`config.mk`:
```
export PLATFORM = sky130hd
export DESIGN_NAME = fvac_cfg
export DESIGN_NICKNAME = d
export VERILOG_FILES = /design/src/rtl/fvac_pkg.sv /design/src/rtl/fvac_cfg.sv
export SDC_FILE = /design/constraint.sdc
export NUM_CORES = 1
export LEC_CHECK = 0
export ABC_CLOCK_PERIOD_IN_PS = 2000
export BUFFER_PORTS_ARGS = -buffer_cell sky130_fd_sc_hd__buf_2
export CORE_MARGIN = 4
export CORE_UTILIZATION = 45
export CTS_CLUSTER_DIAMETER = 200
export DETAILED_ROUTE_END_ITERATION = 8
export PLACE_DENSITY = 0.95
export SETUP_SLACK_MARGIN = 0.2
export SKIP_LAST_GASP = 1
export SYNTH_ARGS = -nofsm -noshare
export SYNTH_HDL_FRONTEND = slang
export SYNTH_SLANG_ARGS = --single-unit
```
`constraint.sdc`:
```
create_clock -name clk -period 2 [get_ports clk]
set_clock_uncertainty 0.1 [all_clocks]
set_input_delay 0.3 -clock clk [delete_from_list [all_inputs] [get_ports clk]]
set_output_delay 0.3 -clock clk [all_outputs]
set_load 0.02 [all_outputs]
```
`src/rtl/fvac_pkg.sv`:
```
`timescale 1ns / 1ps
package fvac_pkg;

	localparam int PRICE_W    = 32;
	localparam int VOL_W      = 32;
	localparam int HIST_DEPTH = 256;
	localparam int HIST_AW    = $clog2(HIST_DEPTH);
	localparam int CNT_W      = HIST_AW + 1;
	localparam int SEEN_W     = 9;
	localparam logic [SEEN_W-1:0] SEEN_MAX = 9'd511;
	localparam int FRAC_W     = 8;
	localparam int FACT_W     = 16;
	localparam int PRD_W      = 64;
	localparam int PSUM_W     = PRICE_W + VOL_W + HIST_AW;
	localparam int VSUM_W     = VOL_W + HIST_AW;
	localparam int TRSUM_W    = PRICE_W + HIST_AW;
	localparam int DNUM_W     = PSUM_W + FRAC_W;
	localparam int DDEN_W     = VSUM_W;
	localparam int DQ_W       = PRICE_W + FRAC_W;
	localparam int DCNT_W     = $clog2(DNUM_W + 1);
	localparam int TOL_W      = PRICE_W + FACT_W;
	localparam int GAP_W      = 32;
	localparam int VWAP_W     = 40;
	localparam int SCORE_W    = 2;
	localparam int IN_W       = 128;
	localparam int OUT_PAD_W  = 6;
	localparam int OUT_W      = OUT_PAD_W + VWAP_W + GAP_W + SCORE_W;
	localparam int CFG_AW     = 4;
	localparam int CFG_DW     = 32;

	localparam logic [1:0] REG_VWAP_PERIOD = 2'd0;
	localparam logic [1:0] REG_ATR_LENGTH  = 2'd1;
	localparam logic [1:0] REG_TOL_FACTOR  = 2'd2;

	localparam logic [7:0]        VWAP_PERIOD_RST = 8'd60;
	localparam logic [7:0]        ATR_LENGTH_RST  = 8'd14;
	localparam logic [FACT_W-1:0] TOL_FACTOR_RST  = 16'd128;

	// divide by three: floor(x/3) = (x * RECIP3) >> RECIP3_SH for 32-bit x
	localparam logic [PRICE_W-1:0] RECIP3     = 32'hAAAA_AAAB;
	localparam int                 RECIP3_SH  = PRICE_W + 1;
	localparam logic [PRICE_W-1:0] THIRD_WORD = 32'h5555_5555;
	localparam logic [FRAC_W-1:0]  THIRD_FRAC = 8'd85;

	typedef struct packed {
		logic [VOL_W-1:0]   volume;
		logic [PRICE_W-1:0] close;
		logic [PRICE_W-1:0] low;
		logic [PRICE_W-1:0] high;
	} bar_t;

	typedef struct packed {
		logic [OUT_PAD_W-1:0] pad;
		logic [VWAP_W-1:0]    vwap;
		logic [GAP_W-1:0]     gap;
		logic [SCORE_W-1:0]   score;
	} res_t;

	typedef struct packed {
		logic [7:0]        vwap_period;
		logic [7:0]        atr_length;
		logic [FACT_W-1:0] tol_factor;
	} cfg_t;

	typedef enum logic [3:0] {
		ST_IDLE,
		ST_SETUP,
		ST_WALK,
		ST_DRAIN,
		ST_VSTART,
		ST_VWAIT,
		ST_ASTART,
		ST_AWAIT,
		ST_PSTART,
		ST_PWAIT,
		ST_TOL1,
		ST_TOL2,
		ST_TOL3,
		ST_SCORE,
		ST_OUT
	} state_t;

	typedef struct packed {
		logic in_ready;
		logic rd_walk;
		logic div_go;
		logic out_load;
	} ctl_t;

endpackage

```
`src/rtl/fvac_cfg.sv`:
```
`timescale 1ns / 1ps
module fvac_cfg (
	input  logic                         clk,
	input  logic                         arst_n,
	input  logic                         psel,
	input  logic                         penable,
	input  logic                         pwrite,
	input  logic [fvac_pkg::CFG_AW-1:0]  paddr,
	input  logic [fvac_pkg::CFG_DW-1:0]  pwdata,
	output logic [fvac_pkg::CFG_DW-1:0]  prdata,
	output fvac_pkg::cfg_t               cfg
);

	fvac_pkg::cfg_t cfg_q;
	logic           wr;
	logic [1:0]     idx;

	assign wr  = psel && penable && pwrite;
	assign idx = paddr[3:2];

	always_ff @(posedge clk or negedge arst_n) begin
		if (!arst_n) begin
			cfg_q.vwap_period <= fvac_pkg::VWAP_PERIOD_RST;
			cfg_q.atr_length  <= fvac_pkg::ATR_LENGTH_RST;
			cfg_q.tol_factor  <= fvac_pkg::TOL_FACTOR_RST;
		end else if (wr) begin
			unique case (idx)
				fvac_pkg::REG_VWAP_PERIOD: cfg_q.vwap_period <= pwdata[7:0];
				fvac_pkg::REG_ATR_LENGTH:  cfg_q.atr_length  <= pwdata[7:0];
				fvac_pkg::REG_TOL_FACTOR:  cfg_q.tol_factor  <= pwdata[fvac_pkg::FACT_W-1:0];
				default: ;
			endcase
		end
	end

	always_comb begin
		unique case (idx)
			fvac_pkg::REG_VWAP_PERIOD: prdata = {24'd0, cfg_q.vwap_period};
			fvac_pkg::REG_ATR_LENGTH:  prdata = {24'd0, cfg_q.atr_length};
			fvac_pkg::REG_TOL_FACTOR:  prdata = {16'd0, cfg_q.tol_factor};
			default:                   prdata = '0;
		endcase
	end

	assign cfg = cfg_q;

endmodule

```
==> results of run 1 <==
-- metal layers --
metal | global-route usage (%) | vias to the layer above | part of all wire (%)
met5 | 0 | - | 0
met4 | 4.557 | 0 | 0.82
met3 | 7.488 | 3 | 14
met2 | 29.33 | 79 | 49
met1 | 19.21 | 560 | 37
li1 | - | 552 | -
-- worst paths after layout --
check	start	to	slack, ps
max	cfg[26]	prdata[2]	340
min	pwdata[8]	cfg[8]	100
max reg2reg	cfg[11]	cfg[11]	1110
min reg2reg	cfg[15]	cfg[15]	430
max in group asynchronous	arst_n	cfg[2]	920
min in group asynchronous	arst_n	cfg[5]	430
-- metrics by stage --
stage | cells | hold slack (ps) | total power, W | util (%)
after detailed placement | 240 | 275.1 | 0.001700 | 57.66
final | 249 | 98.30 | 0.002056 | 59.78
after floorplan | 138 | -95.59 | 0.001436 | -
after CTS | 249 | 82.94 | 0.002082 | 59.78
after global placement | 240 | 275.5 | 0.001671 | 57.66
after global routing | 249 | 76.61 | 0.002200 | 59.78
-- Yosys cell counts (all sizes together) --
cell type  count
and2           8
or3b           1
nand2          8
conb           1
nand3          1
nor3           1
dfrtp         24
nor2b          1
buf           21
o21ai          8
nor3b          1
mux2          32
dfstp          8
mux2i          8
-- what timing repair did --
| action | in CTS | in global routing |
|---|---|---|
| hold endpoints to repair | 24 | 0 |
| setup endpoints to repair | 0 | 1 |
| gates resized for setup | 0 | 1 |
| hold buffers | 1 | 0 |
-- cell families (layout without fill, tap and decap cells) --
kind of cell,after synthesis,in the layout,synth area share [%]
AOI/OAI and AO/OA,8,8,2.534
buffers and inverters,21,86,9.976
DFF,32,32,51.31
muxes,40,40,27.87
other,1,16,0.2373
and+or+nand+nor,21,21,8.076
-- final cells by class --
type / count / area, um^2
clock buffer: 6 / 51.30
clock inverter: 2 / 10.01
fill: 287 / 1353
multi-input combinational: 85 / 668.1
sequential: 32 / 810.8
tap: 46 / 57.56
timing repair buffer: 78 / 412.9
-- power groups by stage --
stage	clock network (W)	logic [W]	registers, W
6_report	0.000375	0.000750	0.000932
2_1_floorplan	0	0.000311	0.00113
3_5_place_dp	0	0.000756	0.000944
4_1_cts	0.000390	0.000758	0.000934
3_3_place_gp	0	0.000740	0.000931
5_1_grt	0.000432	0.000807	0.000961
==> results.toml, run 1 <==
[sta]
finalHoldViolations = 0
rsz0062_at_grt = "false"
fin_crit_ps = 1663
maxSlewViolCount = 0
fin_ws_ps = 337.2
max_freq_ghz = 0.6014
finalSetupTns_ps = 0
finalSetupViolCount = 0
slew_headroom_pct = 55.17
fin_crit_sh_pct = 83.14
tightest_slew_ps = 672.4

[finish]
final_common_cell = "buf_2"
largest_reg_flops = 32
final_cell_mix = "70 x buf_2, 32 x mux2_2, 24 x dfrtp_1, 16 x conb_1"
final_area_um2 = 2011
fin_nets = 243
syn_to_final_growth_pct = 27.24
diodes = 0
drive_above_1_share_pct = 63.05

[die]
core_area_um2 = 3363
io_pins = 105
dieHeight_um = 67.26
die_x_um = 67.26
rows = 21
dieArea_um2 = 4524
start_util_pct = 46.99

[grt]
grt_pass1_vias = 1138
grtUsageTotal_pct = 17.05
antenna_found_initial = 0
grt_first_pass_wirelength_mm = 5.547
grt_remaining_overflow = 0
grt_max_degree = 33

[detailed_routing]
drc = 0
vias_per_cell = 4.795
routed_wl_mm = 3.555
detailedRoute.firstPassIterationCount = 4
drtIter0Drc = 37
via_count = 1194
ant_nets = 0
wl_per_cell_um = 14.28

[clocking]
clock_latency_ps = 320
root_buffer = "clkbuf_4"
path_clk_slew_ps = 100
h-tree-depth = 2
cts_setup_buffers = 0
cts_tree = "done"
cts_made_buffers = 5
cts_buffer_depth = 2
cts.sink_count = 32

[pwr]
power.internal_w = 0.001290
p_leak_nw = 1.047
switching_share_pct = 37.28
p_seq_share_pct = 45.3
power_per_cell_area_nw_per_um2 = 1023
comb_power_share_pct = 36.5
peakVddDrop_v = 0.0006191
p_clk_share_pct = 18.2
p_switching_w = 0.0007667

[synth]
ys_top_cells_by_area = "dfrtp_1 38%, mux2_2 23%, dfstp_2 13%"
seq_area_frac_synth_pct = 51.31
synth_top_area_cell = "dfrtp_1"
avgSynthCellArea_um2 = 12.85
synth_cell_types = 16
yosys_register_bits = 32
syn_area_um2 = 1580
synthCells = 123
synth_top_area_share_pct = 38.00
ys_warn_count = 0

[critical_path]
crit_family = "flip-flops"
crit_chain = "mux2i_1 > o21ai_0 > buf_2"
crit_fanout = 3
critPathRequiredTime_ps = 1600
criticalPathCategory = "reg2out"
slowest_delay_ps = 550
reg2reg_depth = 1
start_kind = "register"
worst-path-buf-inv = 1
critPathArrivalTime_ps = 1260
path_depth = 3
endpoint_kind = "primary output"
slowest_stage = "dfstp_2"

[min_path]
hold_class = "in2reg"
worstHoldPathCells = 2

[placed_design]
io_buffers = 70
place_area_um2 = 1939
hpwl_mm = 2.748
post-place-ws_ps = 295.4
routabilityCongestion = 0.6717

[run]
maxCapViolations = 0

[outcome]
status = "finished clean"
Note: power is estimated with default switching activity, not from simulation.
==> run 2: changes to the inputs <==
--- a/config.mk
+++ b/config.mk
@@ -5,13 +5,13 @@
 export SDC_FILE = /design/constraint.sdc
 export NUM_CORES = 1
 export LEC_CHECK = 0
-export ABC_CLOCK_PERIOD_IN_PS = 2000
+export ABC_CLOCK_PERIOD_IN_PS = 1500
 export BUFFER_PORTS_ARGS = -buffer_cell sky130_fd_sc_hd__buf_2
 export CORE_MARGIN = 4
-export CORE_UTILIZATION = 45
+export CORE_UTILIZATION = 37
 export CTS_CLUSTER_DIAMETER = 200
 export DETAILED_ROUTE_END_ITERATION = 8
-export PLACE_DENSITY = 0.95
+export PLACE_DENSITY = 0.87
 export SETUP_SLACK_MARGIN = 0.2
 export SKIP_LAST_GASP = 1
 export SYNTH_ARGS = -nofsm -noshare
==> constraint.sdc (replaced) <==
create_clock -name clk -period 1.5 [get_ports clk]
set_clock_uncertainty 0.1 [all_clocks]
set_input_delay 0.225 -clock clk [delete_from_list [all_inputs] [get_ports clk]]
set_output_delay 0.225 -clock clk [all_outputs]
set_load 0.02 [all_outputs]
==> results.toml, run 2 (same netlist as run 1, synthesis figures left out) <==
[detailed_routing]
ant_nets = 0
vias_per_cell = 4.612
drc = 0
detailedRoute.firstPassIterationCount = 4
routed_wl_mm = 4.338
via_count = 1282
drtIter0Drc = 46
wl_per_cell_um = 15.60

[finish]
largest_reg_flops = 32
syn_to_final_growth_pct = 66.35
fill_cells = 324
instances_no_fill = 278
drive_above_1_share_pct = 75.44
fin_nets = 268
fin_util_pct = 64.79
final_common_cell = "buf_2"
final_area_um2 = 2629
final_cell_mix = "40 x buf_2, 31 x buf_6, 29 x mux2_2, 24 x dfrtp_1, 24 x buf_4"
diodes = 0

[placed_design]
post-place-ws_ps = 11.20
routabilityCongestion = 0.7295
place_area_um2 = 2147
hpwl_mm = 2.961
place_inst = 253
io_buffers = 70

[clocking]
cts_tree = "done"
cts_buffer_depth = 2
root_buffer = "clkbuf_8"
h-tree-depth = 2
clock_latency_ps = 270
path_clk_slew_ps = 60
cts.sink_count = 32
cts_made_buffers = 5

[run]
maxCapViolations = 0

[outcome]
status = "finished, violations left"
violations = "negative setup slack"

[sta]
maxSlewViolCount = 0
finalSetupViolCount = 3
max_freq_ghz = 0.6548
fin_crit_sh_pct = 101.8
rsz0062_at_grt = "true"
fin_ws_ps = -27.25
finalHoldViolations = 0
fin_crit_ps = 1527
finalSetupTns_ps = -38.85

[critical_path]
critPathRequiredTime_ps = 1170
critPathArrivalTime_ps = 1200
criticalPathCategory = "reg2out"
startpoint = "cfg[28]"
r2r-start = "cfg[29]"
slowest_delay_ps = 550
endpoint_kind = "primary output"
slowest_stage = "dfstp_2"
crit_fanout = 3
crit_chain = "mux2i_1 > o21ai_2 > buf_4"
start_kind = "register"

[grt]
antenna_found_initial = 0
grt_first_pass_wirelength_mm = 6.720
grtUsageTotal_pct = 16.68
grt_remaining_overflow = 0
grt_max_degree = 33
grt_pass1_vias = 1328

[pwr]
p_leak_nw = 1.320
power_per_cell_area_nw_per_um2 = 1286
peakVddDrop_v = 0.0008580

[die]
dieArea_um2 = 5380
dieHeight_um = 73.35
start_util_pct = 38.95
rows = 23
die_x_um = 73.35
io_pins = 105
core_area_um2 = 4058

[min_path]
hp-start = "pwdata[14]"
hold_class = "in2reg"
run 2: final timing paths:
| path | to | slack, ps | cells past startpoint |
|---|---|---|---|
| setup / recovery | prdata[4] | -30 | 3 |
| hold / removal | cfg[14] | 80 | 2 |
| setup reg to reg | cfg[29] | 470 | 3 |
| hold reg to reg | cfg[8] | 430 | 1 |
| max in group asynchronous | cfg[29] | 730 | 3 |
| min in group asynchronous | cfg[13] | 320 | 3 |
run 2: per-stage QoR:
step | power [W] | hold slack, ps
finish | 0.003381 | 77.03
floorplan | 0.001971 | -170.6
global route | 0.003566 | 70.31
CTS | 0.003328 | 67.83
detailed placement | 0.002366 | 97.24
global placement | 0.002327 | 91.92
run 2: layout make-up:
type	instances	area, um^2	area share (%)
multi-input combinational	85	783.3	29.80
sequential	32	810.8	30.84
timing repair buffer	103	882.1	33.56
clock buffer	8	90.09	3.427
tap	50	62.56	2.380
run 2: report_power, final:
part / switching [W] / internal (W) / total, W
registers: 0.000154 / 0.00110 / 0.00126
clock network: 0.000306 / 0.000374 / 0.000680
logic: 0.000716 / 0.000728 / 0.00144
run 2: repair_timing:
action,4_1_cts,5_1_grt
gates resized for setup,68,12
endpoints found under the setup margin,24,28
gates cloned,1,0
pin swaps,9,3
hold buffers,1,0
buffers inserted,12,3
hold endpoints to repair,24,0
run 2: worst max-delay path: cells and delay by family (launching register included):
family | cells | cell delay (ps)
multiplexers | 1 | 90
AO/OA/AOI/OAI | 1 | 140
flip-flops | 1 | 550
buffers and inverters | 1 | 160
run 2: layer usage:
layer  global-route usage (%)  up-vias  part of all wire (%)
met1                    20.67      631                    37
met4                    3.622        0                  0.25
met5                        0        -                     0
met3                    5.472        2                   8.3
li1                         -      599                     -
met2                    28.30       50                    54
==> run 3: changes to the inputs <==
--- a/config.mk
+++ b/config.mk
@@ -12,6 +12,7 @@
 export CTS_CLUSTER_DIAMETER = 200
 export DETAILED_ROUTE_END_ITERATION = 8
 export PLACE_DENSITY = 0.87
+export RECOVER_POWER = 100
 export SETUP_SLACK_MARGIN = 0.2
 export SKIP_LAST_GASP = 1
 export SYNTH_ARGS = -nofsm -noshare
==> results.toml, run 3 (same netlist as run 1, synthesis figures left out) <==
[critical_path]
crit_chain = "mux2i_1 > o21ai_2 > buf_4"
slowest_stage = "dfstp_2"
start_kind = "register"
critPathRequiredTime_ps = 1170
worst-path-buf-inv = 1
crit_family = "flip-flops"
slowest_delay_ps = 550
criticalPathCategory = "reg2out"
critPathArrivalTime_ps = 1200
endpoint_kind = "primary output"
crit_fanout = 3

[sta]
tightest_slew_ps = 788.6
finalHoldViolations = 0
finalSetupViolCount = 3
slew_headroom_pct = 47.43
max_freq_ghz = 0.6551
fin_crit_sh_pct = 101.8
fin_crit_ps = 1526
rsz0062_at_grt = "true"
maxSlewViolCount = 0
fin_ws_ps = -26.42
whs_ps = 77.49

[min_path]
hold_class = "in2reg"

[run]
maxCapViolations = 0

[die]
die_x_um = 73.35
core_area_um2 = 4058
start_util_pct = 38.95
dieHeight_um = 73.35
rows = 23
dieArea_um2 = 5380
io_pins = 105

[outcome]
status = "finished, violations left"
violations = "negative setup slack"

[grt]
grt_remaining_overflow = 0
grt_max_degree = 33
grtUsageTotal_pct = 16.68
grt_pass1_vias = 1328
grt_first_pass_wirelength_mm = 6.720
antenna_found_initial = 0

[pwr]
p_leak_nw = 1.203
power_per_cell_area_nw_per_um2 = 1319
peakVddDrop_v = 0.0008525

[clocking]
h-tree-depth = 2
cts_tree = "done"
clock_latency_ps = 270
root_buffer = "clkbuf_8"
path_clk_slew_ps = 60
cts_made_buffers = 5
cts.sink_count = 32
cts_buffer_depth = 2

[placed_design]
io_buffers = 70
hpwl_mm = 2.961
post-place-ws_ps = 11.20
routabilityCongestion = 0.7295

[detailed_routing]
routed_wl_mm = 4.322
top_layer = "met4"
wl_met1_mm = 1.636
drc = 0
wl_met2_mm = 2.354
wl_met3_um = 322
drtIter0Drc = 53
wl_per_cell_um = 15.55
ant_nets = 0
vias_per_cell = 4.629
detailedRoute.firstPassIterationCount = 4
via_count = 1287

[finish]
fin_nets = 268
fin_util_pct = 61.46
largest_reg_flops = 32
fill_cells = 348
diodes = 0
drive_above_1_share_pct = 61.40
final_cell_mix = "29 x mux2_2, 29 x buf_6, 28 x clkbuf_1, 24 x dfrtp_1, 21 x buf_2"
syn_to_final_growth_pct = 57.80
run 3: cell types whose count changed in the layout (fill, tap and decap cells not counted), sizes merged:
cell / previous run / this run
buf: 102 / 70
clkbuf: 8 / 40
run 3: timing repair:
item,CTS,global route
pin swaps,9,3
hold buffers,1,0
setup buffers,12,3
endpoints found under the hold margin,24,0
gates cloned,1,0
endpoints found under the setup margin,24,28
gates resized for setup,68,12
run 3: power breakdown:
part           switching (W)  total [W]  leakage (nW)  internal, W
registers           0.000158    0.00126         0.377      0.00110
clock network       0.000304   0.000678        0.0455     0.000374
logic               0.000704    0.00135         0.780     0.000649
run 3: layout make-up:
cell class / count / area, um^2 / share of cell area (%)
Sequential cell: 32 / 810.8 / 32.51
Timing Repair Buffer: 103 / 790.8 / 31.71
Multi-Input combinational cell: 85 / 739.5 / 29.65
Clock buffer: 8 / 90.09 / 3.613
Tap cell: 50 / 62.56 / 2.509
run 3: path summary, 6_finish.rpt:
check	from	end	slack [ps]	depth (start not counted)
worst max-delay path	cfg[28]	prdata[4]	-30	3
worst min-delay path	pwdata[14]	cfg[14]	80	2
worst max register to register	cfg[29]	cfg[29]	470	3
worst min register to register	cfg[8]	cfg[8]	440	1
max in group asynchronous	arst_n	cfg[16]	260	3
min in group asynchronous	arst_n	cfg[13]	540	3
run 3: metal layers:
| metal | track usage, % | vias up |
|---|---|---|
| met5 | 0 | - |
| met3 | 5.472 | 2 |
| met4 | 3.622 | 0 |
| li1 | - | 599 |
| met1 | 20.67 | 638 |
| met2 | 28.30 | 48 |
run 3: through the flow:
stage	TNS [ps]	cell area, um^2	std cells	total power, W
2_1_floorplan	0	1724	138	0.001971
3_3_place_gp	0	2147	253	0.002327
3_5_place_dp	0	2147	253	0.002366
4_1_cts	-19.58	2574	275	0.003328
5_1_grt	-564.8	2494	278	0.003473
6_report	-32.00	2494	278	0.003289
