[src/rtl/fvac_pkg.sv]
`timescale 1ns / 1ps
package fvac_pkg;

	localparam int PRICE_W    = 32;
	localparam int VOL_W      = 32;
	localparam int HIST_DEPTH = 256;
	localparam int HIST_AW    = $clog2(HIST_DEPTH);
	localparam int CNT_W      = HIST_AW + 1;
	localparam int SEEN_W     = 9;
	localparam logic [SEEN_W-1:0] SEEN_MAX = 9'd511;
	localparam int FRAC_W     = 8;
	localparam int FACT_W     = 16;
	localparam int PRD_W      = 64;
	localparam int PSUM_W     = PRICE_W + VOL_W + HIST_AW;
	localparam int VSUM_W     = VOL_W + HIST_AW;
	localparam int TRSUM_W    = PRICE_W + HIST_AW;
	localparam int DNUM_W     = PSUM_W + FRAC_W;
	localparam int DDEN_W     = VSUM_W;
	localparam int DQ_W       = PRICE_W + FRAC_W;
	localparam int DCNT_W     = $clog2(DNUM_W + 1);
	localparam int TOL_W      = PRICE_W + FACT_W;
	localparam int GAP_W      = 32;
	localparam int VWAP_W     = 40;
	localparam int SCORE_W    = 2;
	localparam int IN_W       = 128;
	localparam int OUT_PAD_W  = 6;
	localparam int OUT_W      = OUT_PAD_W + VWAP_W + GAP_W + SCORE_W;
	localparam int CFG_AW     = 4;
	localparam int CFG_DW     = 32;

	localparam logic [1:0] REG_VWAP_PERIOD = 2'd0;
	localparam logic [1:0] REG_ATR_LENGTH  = 2'd1;
	localparam logic [1:0] REG_TOL_FACTOR  = 2'd2;

	localparam logic [7:0]        VWAP_PERIOD_RST = 8'd60;
	localparam logic [7:0]        ATR_LENGTH_RST  = 8'd14;
	localparam logic [FACT_W-1:0] TOL_FACTOR_RST  = 16'd128;

	// divide by three: floor(x/3) = (x * RECIP3) >> RECIP3_SH for 32-bit x
	localparam logic [PRICE_W-1:0] RECIP3     = 32'hAAAA_AAAB;
	localparam int                 RECIP3_SH  = PRICE_W + 1;
	localparam logic [PRICE_W-1:0] THIRD_WORD = 32'h5555_5555;
	localparam logic [FRAC_W-1:0]  THIRD_FRAC = 8'd85;

	typedef struct packed {
		logic [VOL_W-1:0]   volume;
		logic [PRICE_W-1:0] close;
		logic [PRICE_W-1:0] low;
		logic [PRICE_W-1:0] high;
	} bar_t;

	typedef struct packed {
		logic [OUT_PAD_W-1:0] pad;
		logic [VWAP_W-1:0]    vwap;
		logic [GAP_W-1:0]     gap;
		logic [SCORE_W-1:0]   score;
	} res_t;

	typedef struct packed {
		logic [7:0]        vwap_period;
		logic [7:0]        atr_length;
		logic [FACT_W-1:0] tol_factor;
	} cfg_t;

	typedef enum logic [3:0] {
		ST_IDLE,
		ST_SETUP,
		ST_WALK,
		ST_DRAIN,
		ST_VSTART,
		ST_VWAIT,
		ST_ASTART,
		ST_AWAIT,
		ST_PSTART,
		ST_PWAIT,
		ST_TOL1,
		ST_TOL2,
		ST_TOL3,
		ST_SCORE,
		ST_OUT
	} state_t;

	typedef struct packed {
		logic in_ready;
		logic rd_walk;
		logic div_go;
		logic out_load;
	} ctl_t;

endpackage

[src/rtl/fvac_div.sv]
`timescale 1ns / 1ps
module fvac_div (
	input  logic                         clk,
	input  logic                         arst_n,
	input  logic                         go,
	input  logic [fvac_pkg::DNUM_W-1:0]  num,
	input  logic [fvac_pkg::DDEN_W-1:0]  den,
	output logic [fvac_pkg::DQ_W-1:0]    quo,
	output logic                         done
);

	logic                        busy_q;
	logic                        done_q;
	logic [fvac_pkg::DCNT_W-1:0] cnt_q;
	logic [fvac_pkg::DNUM_W-1:0] num_q;
	logic [fvac_pkg::DDEN_W-1:0] den_q;
	logic [fvac_pkg::DDEN_W-1:0] rem_q;
	logic [fvac_pkg::DQ_W-1:0]   quo_q;
	logic [fvac_pkg::DDEN_W:0]   trial;
	logic [fvac_pkg::DDEN_W:0]   diff;
	logic                        ge;

	assign trial = {rem_q, num_q[fvac_pkg::DNUM_W-1]};
	assign diff  = trial - {1'b0, den_q};
	assign ge    = trial >= {1'b0, den_q};

	always_ff @(posedge clk or negedge arst_n) begin
		if (!arst_n) begin
			busy_q <= 1'b0;
			done_q <= 1'b0;
			cnt_q  <= '0;
		end else begin
			done_q <= 1'b0;
			if (go) begin
				busy_q <= 1'b1;
				cnt_q  <= '0;
			end else if (busy_q) begin
				cnt_q <= cnt_q + 1'b1;
				if (cnt_q == fvac_pkg::DCNT_W'(fvac_pkg::DNUM_W - 1)) begin
					busy_q <= 1'b0;
					done_q <= 1'b1;
				end
			end
		end
	end

	always_ff @(posedge clk) begin
		if (go) begin
			num_q <= num;
			den_q <= den;
			rem_q <= '0;
			quo_q <= '0;
		end else if (busy_q) begin
			num_q <= {num_q[fvac_pkg::DNUM_W-2:0], 1'b0};
			rem_q <= ge ? diff[fvac_pkg::DDEN_W-1:0] : trial[fvac_pkg::DDEN_W-1:0];
			quo_q <= {quo_q[fvac_pkg::DQ_W-2:0], ge};
		end
	end

	assign quo  = quo_q;
	assign done = done_q;

	a_go_idle: assert property (@(posedge clk) disable iff (!arst_n)
		go |-> !busy_q) else $error("divider restarted while busy");
	a_done_end: assert property (@(posedge clk) disable iff (!arst_n)
		done_q |-> !busy_q && $past(busy_q)) else $error("divider done without a run");
	a_run_len: assert property (@(posedge clk) disable iff (!arst_n)
		busy_q |-> cnt_q < fvac_pkg::DCNT_W'(fvac_pkg::DNUM_W)) else $error("divider overran");

endmodule

[config.mk]
export PLATFORM = sky130hd
export DESIGN_NAME = fvac_div
export DESIGN_NICKNAME = d
export VERILOG_FILES = /design/src/rtl/fvac_pkg.sv /design/src/rtl/fvac_div.sv
export SDC_FILE = /design/constraint.sdc
export NUM_CORES = 1
export LEC_CHECK = 0
export ABC_AREA = 1
export BUFFER_PORTS_ARGS = -buffer_cell sky130_fd_sc_hd__buf_2
export CAP_MARGIN = 20
export CORE_MARGIN = 2
export CORE_UTILIZATION = 53
export DETAILED_ROUTE_END_ITERATION = 10
export PLACE_DENSITY = 0.78
export SLEW_MARGIN = 20
export SYNTH_ARGS = -nofsm -noshare
export SYNTH_HDL_FRONTEND = slang
export SYNTH_SLANG_ARGS = --single-unit
[constraint.sdc]
create_clock -name clk -period 3.5 [get_ports clk]
set_input_delay 0.175 -clock clk [delete_from_list [all_inputs] [get_ports clk]]
set_output_delay 0.175 -clock clk [all_outputs]
set_load 0.01 [all_outputs]
==> flow_summary.json, run 1 <==
{
  "synthCells": 1578,
  "clock_latency_ps": 530,
  "first_iter_violations": 858,
  "crit_path_max_fanout": 28,
  "yosys-top-cells-area": "edfxtp_1 31%, nand2_1 20%, dfxtp_1 14%",
  "wl_per_cell_um": 16.22,
  "io_buffers": 163,
  "placeableCoreArea_um2": 21690,
  "total_power_w": 0.009539,
  "worst_slew_margin_relative_to_its_limit_pct": 34.27,
  "first_global_vias": 11060,
  "htree_num_levels": 1,
  "vdd.ir_drop.worst_mv": 0.3474,
  "post_cts_resize_count": 0,
  "detail_placement_hpwl_um": 21490,
  "cts.root.buffer_cell": "clkbuf_16",
  "tritoncts_clock_tree": "yes",
  "post_synth_instance_area_um2": 11670,
  "powerDensity_nw_per_um2": 652.2,
  "status": "finished clean",
  "post-cts-setup-buffers": 0,
  "worst_setup_path_startpoint": "den_q[23]",
  "max_slew_vio_count": 0,
  "total_die_area_um2": 23220,
  "synth_cell_types": 36,
  "ant_nets": 0,
  "synth_top_cell_area_share_pct": 30.87,
  "syn_to_final_growth_pct": 25.31,
  "synthMostInstantiatedCell": "nand2_1",
  "path_class": "register to register",
  "gr-total-overflow": 0,
  "synth-seq-cells": 209,
  "layout_worst_path_cycle_share_pct": 78.38,
  "design.portCount": 164,
  "pre_cts_ws_ps": 815.9,
  "drive_above_1_share_pct": 13.49,
  "ys_dominant_reg_cell": "edfxtp_1",
  "post_dp_cell_area_um2": 12670,
  "synth.avg_cell_area_um2": 7.396,
  "power.switching_w": 0.003826,
  "clock-sinks": 209,
  "total_number_of_vias": 11250,
  "grt_antenna_before_repair": 0,
  "post-route-min-period_ps": 2743,
  "fin_worst_skew_ps": 7.353,
  "clock_path_buffers": 3,
  "cap_violations": 0,
  "power_frac_comb_pct": 40.8,
  "regToRegSetupSlack_ps": 760,
  "cts_inserted_buffers": 22,
  "grt_usage_pct": 29.52,
  "sw_frac_of_total_pct": 40.11,
  "rr_worst_depth": 14,
  "static-leakage-power_nw": 7.592,
  "r2r_start": "den_q[23]",
  "placement_rows": 54,
  "min_delay_path_class": "primary input to async pin",
  "worst_pin_slew_ps": 979.9,
  "cts-hold-fix-buffers": 121,
  "drc": 0,
  "cts.clk_slew.worst_paths_ps": 60,
  "grt_max_degree": 91,
  "initial_utilization_pct": 53.81,
  "worst_ep_arrival_time_ps": 3120,
  "ys_seq_area_share_pct": 46.53,
  "p_clk_share_pct": 25.5,
  "final_net_count": 2009,
  "synth.net_count": 1743,
  "routed_wirelength_um": 34700,
  "grt_setup_unrepaired": "false",
  "max_freq_ghz": 0.3645,
  "setup_total_negative_slack_ps": 0,
  "synth_commonest_cells": "628 x nand2_1, 237 x inv_1, 120 x edfxtp_1, 114 x nor2_1, 84 x nand3_1",
  "cell_internal_pwr_w": 0.005713,
  "filler_cell_count": 1699,
  "vert_die_dim_um": 152.4,
  "seq_power_share_pct": 33.7,
  "synthesis.yosys.warnings": 0,
  "number_of_enable_flip_flop_cells_after_synthesis": 120,
  "setup.worst_path.end_class": "register",
  "die_width_um": 152.4,
  "grt_first_pass_wirelength_um": 55520,
  "netlist.top_cell.by_area": "edfxtp_1",
  "worst_slack_ps": 756.8,
  "firstDrtPassIters": 6,
  "timing_hold_violations_final": 0,
  "finalSetupViolCount": 0,
  "postSynth.asyncResetShare_pct": 4.306,
  "crit_path_start_kind": "register",
  "gp_congestion": 0.9729,
  "antennaDiodeCount": 0,
  "worstPathRequired_ps": 3870,
  "layout.cell_area.non_filler_um2": 14630,
  "routed_via_density": 5.258
}
[area by class of cell]
type,count,area [µm²],share of cell area [%]
Clock buffer,34,639.4,4.372
Multi-Input combinational cell,1075,5070,34.66
Sequential cell,209,5431,37.14
Inverter,242,910.9,6.228
Timing Repair Buffer,294,2117,14.48
Tap cell,280,350.3,2.395
Clock inverter,6,106.4,0.7272
[per-stage QoR]
stage	hold slack (ps)	std cells	util [%]
CTS	33.33	2140	67.43
finish	40.08	2140	67.43
global placement	37.62	1979	58.41
global route	56.87	2140	67.43
detailed placement	37.22	1979	58.41
floorplan	-120.6	1578	-
[final timing paths]
kind                        endpoint
setup / recovery           rem_q[30]
hold / removal              cnt_q[2]
setup reg to reg           rem_q[30]
hold reg to reg              quo[39]
max in group asynchronous     busy_q
min in group clk           den_q[15]
[cells by family after synthesis]
group	Yosys count	synth area share, %
AOI/OAI and AO/OA	97	4.771
adders and majority gates	42	4.567
xor gates and xnor gates	15	1.126
buffers and inverters	294	10.03
and+or+nand+nor	921	32.98
DFF	209	46.53
[cell usage in the layout, fill, tap and decap left out, types with 7 or more instances in the layout]
| cell type | synthesis | routed |
|---|---|---|
| nand4_1 | 46 | 46 |
| buf_2 | 3 | 162 |
| xor2_1 | 15 | 15 |
| o22ai_1 | 37 | 37 |
| buf_4 | 3 | 10 |
| o21ai_0 | 17 | 17 |
| nand2_2 | 9 | 9 |
| nor3_1 | 7 | 7 |
| ha_1 | 41 | 41 |
| edfxtp_1 | 120 | 120 |
| nor2_2 | 18 | 18 |
| inv_1 | 237 | 235 |
| dfrtp_1 | 9 | 8 |
| dlygate4sd3_1 | 0 | 121 |
| a21oi_1 | 32 | 32 |
| nor2_1 | 114 | 114 |
| nand2_1 | 628 | 628 |
| nand3_1 | 84 | 84 |
| clkbuf_16 | 0 | 22 |
| dfxtp_1 | 80 | 80 |
[registers in the layout, indices dropped and copies added, names as in the netlist]
register	flops
quo	40
busy_q	1
den_q	40
cnt_q	7
rem_q	40
num_q	80
done	1
[per-layer routing]
metal | track usage, % | share of wire (%) | vias up
li1 | - | - | 5507
met1 | 37.52 | 41 | 5156
met2 | 50.92 | 48 | 492
met3 | 5.432 | 7.8 | 98
met4 | 10.01 | 3.4 | 0
met5 | 0 | 0 | -
[power groups by stage]
stage	logic [W]	clock network (W)	registers (W)
finish	0.00389	0.00243	0.00321
global route	0.00439	0.00255	0.00325
CTS	0.00381	0.00243	0.00320
detailed placement	0.00367	0	0.00324
global placement	0.00366	0	0.00323
floorplan	0.00285	0	0.00317
[worst max-delay path, cell delays in order (launching register included)]
cell      delay (ps)
edfxtp_1         330
inv_1             40
ha_1             380
nand2_1          160
inv_1             90
a21oi_1          220
nand2_1          120
inv_2             80
nand3_2          100
nand2_4          310
nand2_8          220
nand2_4          280
nor2_1            70
nor2_1           110
nor2_1            60
(Power assumes the default switching activity.)
==> run 2: changes to the inputs <==
--- a/config.mk
+++ b/config.mk
@@ -5,13 +5,13 @@
 export SDC_FILE = /design/constraint.sdc
 export NUM_CORES = 1
 export LEC_CHECK = 0
-export ABC_AREA = 1
+export ABC_AREA = 0
 export BUFFER_PORTS_ARGS = -buffer_cell sky130_fd_sc_hd__buf_2
 export CAP_MARGIN = 20
 export CORE_MARGIN = 2
-export CORE_UTILIZATION = 53
+export CORE_UTILIZATION = 52
 export DETAILED_ROUTE_END_ITERATION = 10
-export PLACE_DENSITY = 0.78
+export PLACE_DENSITY = 0.77
 export SLEW_MARGIN = 20
 export SYNTH_ARGS = -nofsm -noshare
 export SYNTH_HDL_FRONTEND = slang
==> constraint.sdc (replaced) <==
create_clock -name clk -period 2.3 [get_ports clk]
set_input_delay 0.115 -clock clk [delete_from_list [all_inputs] [get_ports clk]]
set_output_delay 0.115 -clock clk [all_outputs]
set_load 0.01 [all_outputs]
==> flow_summary.json, run 2 <==
{
  "cts_inserted_buffers": 23,
  "ys_seq_area_share_pct": 50.59,
  "wl_per_cell_um": 19.43,
  "gr-total-overflow": 0,
  "final-seq-area_um2": 5434,
  "synth_top_cell_area_share_pct": 33.57,
  "number_of_enable_flip_flop_cells_after_synthesis": 120,
  "cap_violations": 0,
  "path_cells": "inv_1 -> ha_4 -> nand3b_1 -> a21oi_2 -> o21ai_2 -> a31o_4 -> a21oi_4 -> a31oi_4 -> buf_12 -> clkbuf_16 -> buf_6 -> a32oi_1 -> o21ai_1",
  "worst_slack_ps": -401.9,
  "cts.root.buffer_cell": "clkbuf_16",
  "max_flop_register": "num_q",
  "yosys-top-cells-area": "edfxtp_1 34%, dfxtp_1 15%, mux2_2 8.5%",
  "status": "finished, violations left",
  "clock_path_buffers": 3,
  "whs_path_depth": 2,
  "max_slew_vio_count": 0,
  "grt_usage_pct": 28.03,
  "grt_max_degree": 97,
  "final_net_count": 1574,
  "drive_above_1_share_pct": 40.60,
  "gp_congestion": 0.9025,
  "cts.clk_slew.worst_paths_ps": 60,
  "timing_hold_violations_final": 0,
  "worstPathRequired_ps": 2710,
  "syn_to_final_growth_pct": 47.32,
  "synthMostInstantiatedCell": "edfxtp_1",
  "filler_cell_count": 1192,
  "post_synth_instance_area_um2": 10730,
  "layout_worst_path_cycle_share_pct": 117.5,
  "min_delay_path_class": "primary input to register",
  "crit_path_max_fanout": 8,
  "layout.cells.most_common_list": "162 x buf_2, 155 x buf_4, 123 x dlygate4sd3_1",
  "initial_utilization_pct": 53.04,
  "setup_total_negative_slack_ps": -11230,
  "synth_cell_types": 62,
  "design.portCount": 164,
  "commonest_non_fill_non_tap_cell_in_the_layout": "buf_2",
  "failed_checks": "setup timing",
  "antennaDiodeCount": 0,
  "grt_antenna_before_repair": 0,
  "cpMaxStageDelayCell": "edfxtp_1",
  "clock-sinks": 209,
  "die_width_um": 147.7,
  "netlist.top_cell.by_area": "edfxtp_1",
  "grt_first_pass_wirelength_um": 48980,
  "fin_worst_skew_ps": 16.50,
  "post-route-min-period_ps": 2702,
  "max_freq_ghz": 0.3701,
  "synth-seq-cells": 209,
  "vdd.ir_drop.worst_mv": 0.5934,
  "fin_hold_ws_ps": 294.8,
  "critical_path.max_stage_delay_ps": 360,
  "path_class": "register to register",
  "total_number_of_vias": 9600,
  "total_power_w": 0.01141,
  "first_iter_violations": 724,
  "tritoncts_clock_tree": "yes",
  "total_die_area_um2": 21810,
  "worst_slew_margin_relative_to_its_limit_pct": 42.20,
  "rr_worst_depth": 13,
  "crit_path_start_kind": "register",
  "io_buffers": 163,
  "multiInputGateArea_um2": 5589,
  "synthCells": 980,
  "setup.worst_path.end_class": "register",
  "ant_nets": 0,
  "synthesis.yosys.warnings": 0,
  "detail_placement_hpwl_um": 17890,
  "synth_commonest_cells": "120 x edfxtp_1, 95 x nor2_1, 81 x mux2_2, 80 x dfxtp_1, 74 x nand2_1",
  "placeableCoreArea_um2": 20230,
  "number_of_flip_flops_under_the_largest_register_name": 80,
  "powerDensity_nw_per_um2": 721.7,
  "routed_via_density": 5.660,
  "synth.avg_cell_area_um2": 10.95,
  "first_global_vias": 9535,
  "grt_setup_unrepaired": "true",
  "firstDrtPassIters": 5,
  "routed_wirelength_um": 32960,
  "synth.net_count": 1145,
  "placement_rows": 52,
  "vert_die_dim_um": 147.7,
  "ys_dominant_reg_cell": "edfxtp_1",
  "worst_ep_arrival_time_ps": 3110,
  "static-leakage-power_nw": 7.100,
  "finalSetupViolCount": 41,
  "htree_num_levels": 1,
  "worst_pin_slew_ps": 867.0,
  "clock_latency_ps": 530,
  "drc": 0,
  "postSynth.asyncResetShare_pct": 4.306
}
run 2: logic make-up after synthesis:
group           Yosys count  share of synthesized area, %
xor+xnor                 35                         2.856
mux                     123                         12.42
flops                   209                         50.59
compound gates          197                         13.62
fa+ha+maj                42                         4.966
simple gates            270                         11.52
buf+inv                 104                         4.033
run 2: layer usage:
metal | global-route usage [%] | vias to the layer above | part of all wire [%]
met4 | 10.05 | 0 | 3.9
met1 | 33.93 | 4607 | 38
met3 | 3.951 | 104 | 6.3
met2 | 50.91 | 440 | 51
li1 | - | 4449 | -
met5 | 0 | - | 0
run 2: per-stage QoR:
step           setup WS [ps]  cells  area, µm²  util, %
3_5_place_dp          -358.3   1509      12920    63.87
6_report              -401.9   1696      15810    78.14
5_1_grt               -476.5   1696      15810    78.14
4_1_cts               -259.0   1685      15300    75.63
2_1_floorplan         -141.2    980      10850        -
3_3_place_gp          -314.6   1509      12920    63.87
run 2: path summary, 6_finish.rpt:
| path | slack (ps) | endpoint | from |
|---|---|---|---|
| max | -400 | rem_q[28] | den_q[1] |
| min | 290 | den_q[28] | den[28] |
| max reg2reg | -400 | rem_q[28] | den_q[1] |
| min reg2reg | 510 | rem_q[29] | rem_q[29] |
| max in group asynchronous | 1360 | busy_q | arst_n |
| min in group asynchronous | 600 | cnt_q[1] | arst_n |
run 2: area by class of cell:
cell class,instances,area share [%]
multi-input cells,668,35.35
flip-flops and latches,209,34.37
repair buffers,459,22.33
clock buffers,33,3.965
well taps,270,2.137
inverters,48,1.163
clock inverters,9,0.6885
run 2: worst max-delay path: cells and delay by family, from the launching register on:
family / cells / cell delay (ps)
fa+ha+maj: 1 / 270
compound gates: 7 / 1240
buf+inv: 4 / 550
flops: 1 / 360
simple gates: 1 / 140
run 2: power by group:
group	internal (W)	switching, W	total (W)	leakage, nW
logic	0.00166	0.00157	0.00324	4.74
registers	0.00429	0.000170	0.00446	2.01
clock network	0.00213	0.00158	0.00371	0.355
total	0.00809	0.00332	0.0114	7.10
run 2: what timing repair did:
item                       in CTS  in global routing
pin swaps                      25                 48
resized for setup              62                 69
setup endpoints to repair      41                 41
hold buffers                  123                  0
hold endpoints to repair      138                  0
setup buffers                   9                  8
cloned                          2                  4
==> run 3: changes to the inputs <==
--- a/config.mk
+++ b/config.mk
@@ -5,13 +5,13 @@
 export SDC_FILE = /design/constraint.sdc
 export NUM_CORES = 1
 export LEC_CHECK = 0
-export ABC_AREA = 0
+export ABC_AREA = 1
 export BUFFER_PORTS_ARGS = -buffer_cell sky130_fd_sc_hd__buf_2
 export CAP_MARGIN = 20
 export CORE_MARGIN = 2
-export CORE_UTILIZATION = 52
+export CORE_UTILIZATION = 53
 export DETAILED_ROUTE_END_ITERATION = 10
-export PLACE_DENSITY = 0.77
+export PLACE_DENSITY = 0.78
 export SLEW_MARGIN = 20
 export SYNTH_ARGS = -nofsm -noshare
 export SYNTH_HDL_FRONTEND = slang
==> flow_summary.json, run 3 (synthesized netlist as in run 1, its figures left out) <==
{
  "htree_num_levels": 1,
  "routed_wirelength_um": 37580,
  "fin_hold_ws_ps": 12.21,
  "cap_violations": 0,
  "grt_first_pass_wirelength_um": 57190,
  "path_cells": "inv_1 -> ha_4 -> a21o_1 -> nand2_1 -> nand2_1 -> a21oi_4 -> nand2_2 -> nor2_4 -> nand2_8 -> clkbuf_16 -> nand3_1 -> nand3_1 -> nand2_1 -> inv_1",
  "fin_worst_skew_ps": 8.658,
  "max_freq_ghz": 0.4557,
  "cts_inserted_buffers": 23,
  "crit_path_max_fanout": 7,
  "cpMostUsedCell": "nand2_1",
  "drive_above_1_share_pct": 22.55,
  "hold_path_end": "cnt_q[1]",
  "total_die_area_um2": 23220,
  "timing.hold.worst.start": "go",
  "syn_to_final_growth_pct": 37.53,
  "layout.cells.most_common_list": "594 x nand2_1, 210 x inv_1, 162 x buf_2",
  "worst_slack_ps": 105.5,
  "status": "finished clean",
  "filler_cell_count": 1512,
  "final_net_count": 2073,
  "grt_usage_pct": 30.23,
  "tritoncts_clock_tree": "yes",
  "design.portCount": 164,
  "cpMaxStageDelayCell": "edfxtp_1",
  "initial_utilization_pct": 53.81,
  "whs_path_depth": 4,
  "post_dp_cell_area_um2": 13110,
  "regToRegSetupSlack_ps": 110,
  "firstDrtPassIters": 6,
  "min_delay_path_class": "primary input to register",
  "worst_pin_slew_ps": 796.9,
  "cts.root.buffer_cell": "clkbuf_16",
  "worst_ep_arrival_time_ps": 2630,
  "finalSetupViolCount": 0,
  "max_slew_vio_count": 0,
  "pre_cts_ws_ps": -140.7,
  "placement_rows": 54,
  "die_width_um": 152.4,
  "grt_setup_unrepaired": "true",
  "critical_path.max_stage_delay_ps": 360,
  "reg_to_reg_endpoint": "rem_q[10]",
  "vert_die_dim_um": 152.4,
  "setup.worst_path.end_class": "register",
  "post_layout_utilization_of_the_core_pct": 74.01,
  "max_flop_register": "num_q",
  "gr-total-overflow": 0,
  "layoutNonFillerInstCount": 2205,
  "vdd.ir_drop.worst_mv": 0.9827,
  "commonest_non_fill_non_tap_cell_in_the_layout": "nand2_1",
  "grt_max_degree": 74,
  "routed_via_density": 5.321,
  "clock_latency_ps": 540,
  "number_of_flip_flops_under_the_largest_register_name": 80,
  "cts.clk_slew.worst_paths_ps": 60,
  "placeableCoreArea_um2": 21690,
  "r2r_start": "den_q[38]",
  "first_iter_violations": 943,
  "first_global_vias": 11440,
  "gp_congestion": 1.017,
  "static-leakage-power_nw": 8.032,
  "io_buffers": 163,
  "wl_per_cell_um": 17.04,
  "powerDensity_nw_per_um2": 1072,
  "layout_worst_path_cycle_share_pct": 95.41,
  "placed_cells": 2033,
  "clock-sinks": 209,
  "worstPathRequired_ps": 2730,
  "timing_hold_violations_final": 0,
  "layout.cell_area.non_filler_um2": 16050,
  "drc": 0,
  "ant_nets": 0,
  "crit_path_start_kind": "register",
  "grt_antenna_before_repair": 0,
  "antennaDiodeCount": 0,
  "detail_placement_hpwl_um": 22030,
  "path_class": "register to register",
  "clock_path_buffers": 3,
  "total_number_of_vias": 11730,
  "worst_slew_margin_relative_to_its_limit_pct": 46.87,
  "post-route-min-period_ps": 2194,
  "rr_worst_depth": 14
}
-- run 3: cell types whose count changed in the layout (fill, tap and decap cells not counted), sizes merged, moves of 36 or more --
cell   before  now
nand2      84  640
inv        48  244
buf       333  233
mux2       81    0
nand3      24   86
mux2i      42    0
nor2       95  136
nand4      10   46
o22ai       1   37
-- run 3: per-stage QoR --
step	setup TNS [ps]	total power (W)
2_1_floorplan	0	0.009172
3_3_place_gp	-154.6	0.01102
3_5_place_dp	-241.7	0.01110
4_1_cts	-111.3	0.01552
5_1_grt	-46.01	0.01812
6_report	0	0.01720
-- run 3: worst max path at each step --
stage                     startpoint  slack (ps)  cells past startpoint   endpoint
after global routing       den_q[35]         -20                     13   rem_q[1]
after detailed placement   num_q[79]        -140                     17  rem_q[28]
after floorplan               busy_q         210                      3   num_q[0]
final                      den_q[38]         110                     14  rem_q[10]
after global placement     num_q[79]        -110                     17  rem_q[28]
after CTS                  den_q[36]         -30                     14  rem_q[19]
-- run 3: power breakdown --
| part | switching [W] | internal [W] | total [W] |
|---|---|---|---|
| logic | 0.00455 | 0.00336 | 0.00791 |
| registers | 0.000504 | 0.00451 | 0.00502 |
| clock network | 0.00162 | 0.00266 | 0.00428 |
-- run 3: timing repair --
item / CTS / global route
endpoints found under the hold margin: 129 / 0
pin swaps: 0 / 25
resized for setup: 5 / 149
endpoints found under the setup margin: 15 / 41
cloned: 0 / 3
hold buffers: 122 / 0
buffers inserted: 0 / 5
-- run 3: metal layers --
layer | track usage, % | vias to the layer above | share of wire [%] | wire length, µm
li1 | - | 5654 | - | -
met1 | 36.90 | 5382 | 39 | 14660
met2 | 53.99 | 582 | 50 | 18720
met3 | 4.664 | 115 | 7.2 | 2715
met4 | 11.39 | 0 | 4.0 | 1489
met5 | 0 | - | 0 | 0
-- run 3: critical path: cells and delay by family, from the launching register on --
kind | cells | cell delay, ps
adders and majority gates | 1 | 220
AOI/OAI and AO/OA | 2 | 350
DFF | 1 | 360
and+or+nand+nor | 8 | 830
buffers and inverters | 3 | 330
-- run 3: area by class of cell --
class                           instances  area [µm²]  area share (%)
Clock buffer                           26       596.8           3.718
Multi-Input combinational cell       1075        5813           36.21
Inverter                              242       910.9           5.675
Tap cell                              280       350.3           2.183
Clock inverter                         16       269.0           1.676
Timing Repair Buffer                  357        2680           16.70
Sequential cell                       209        5431           33.84
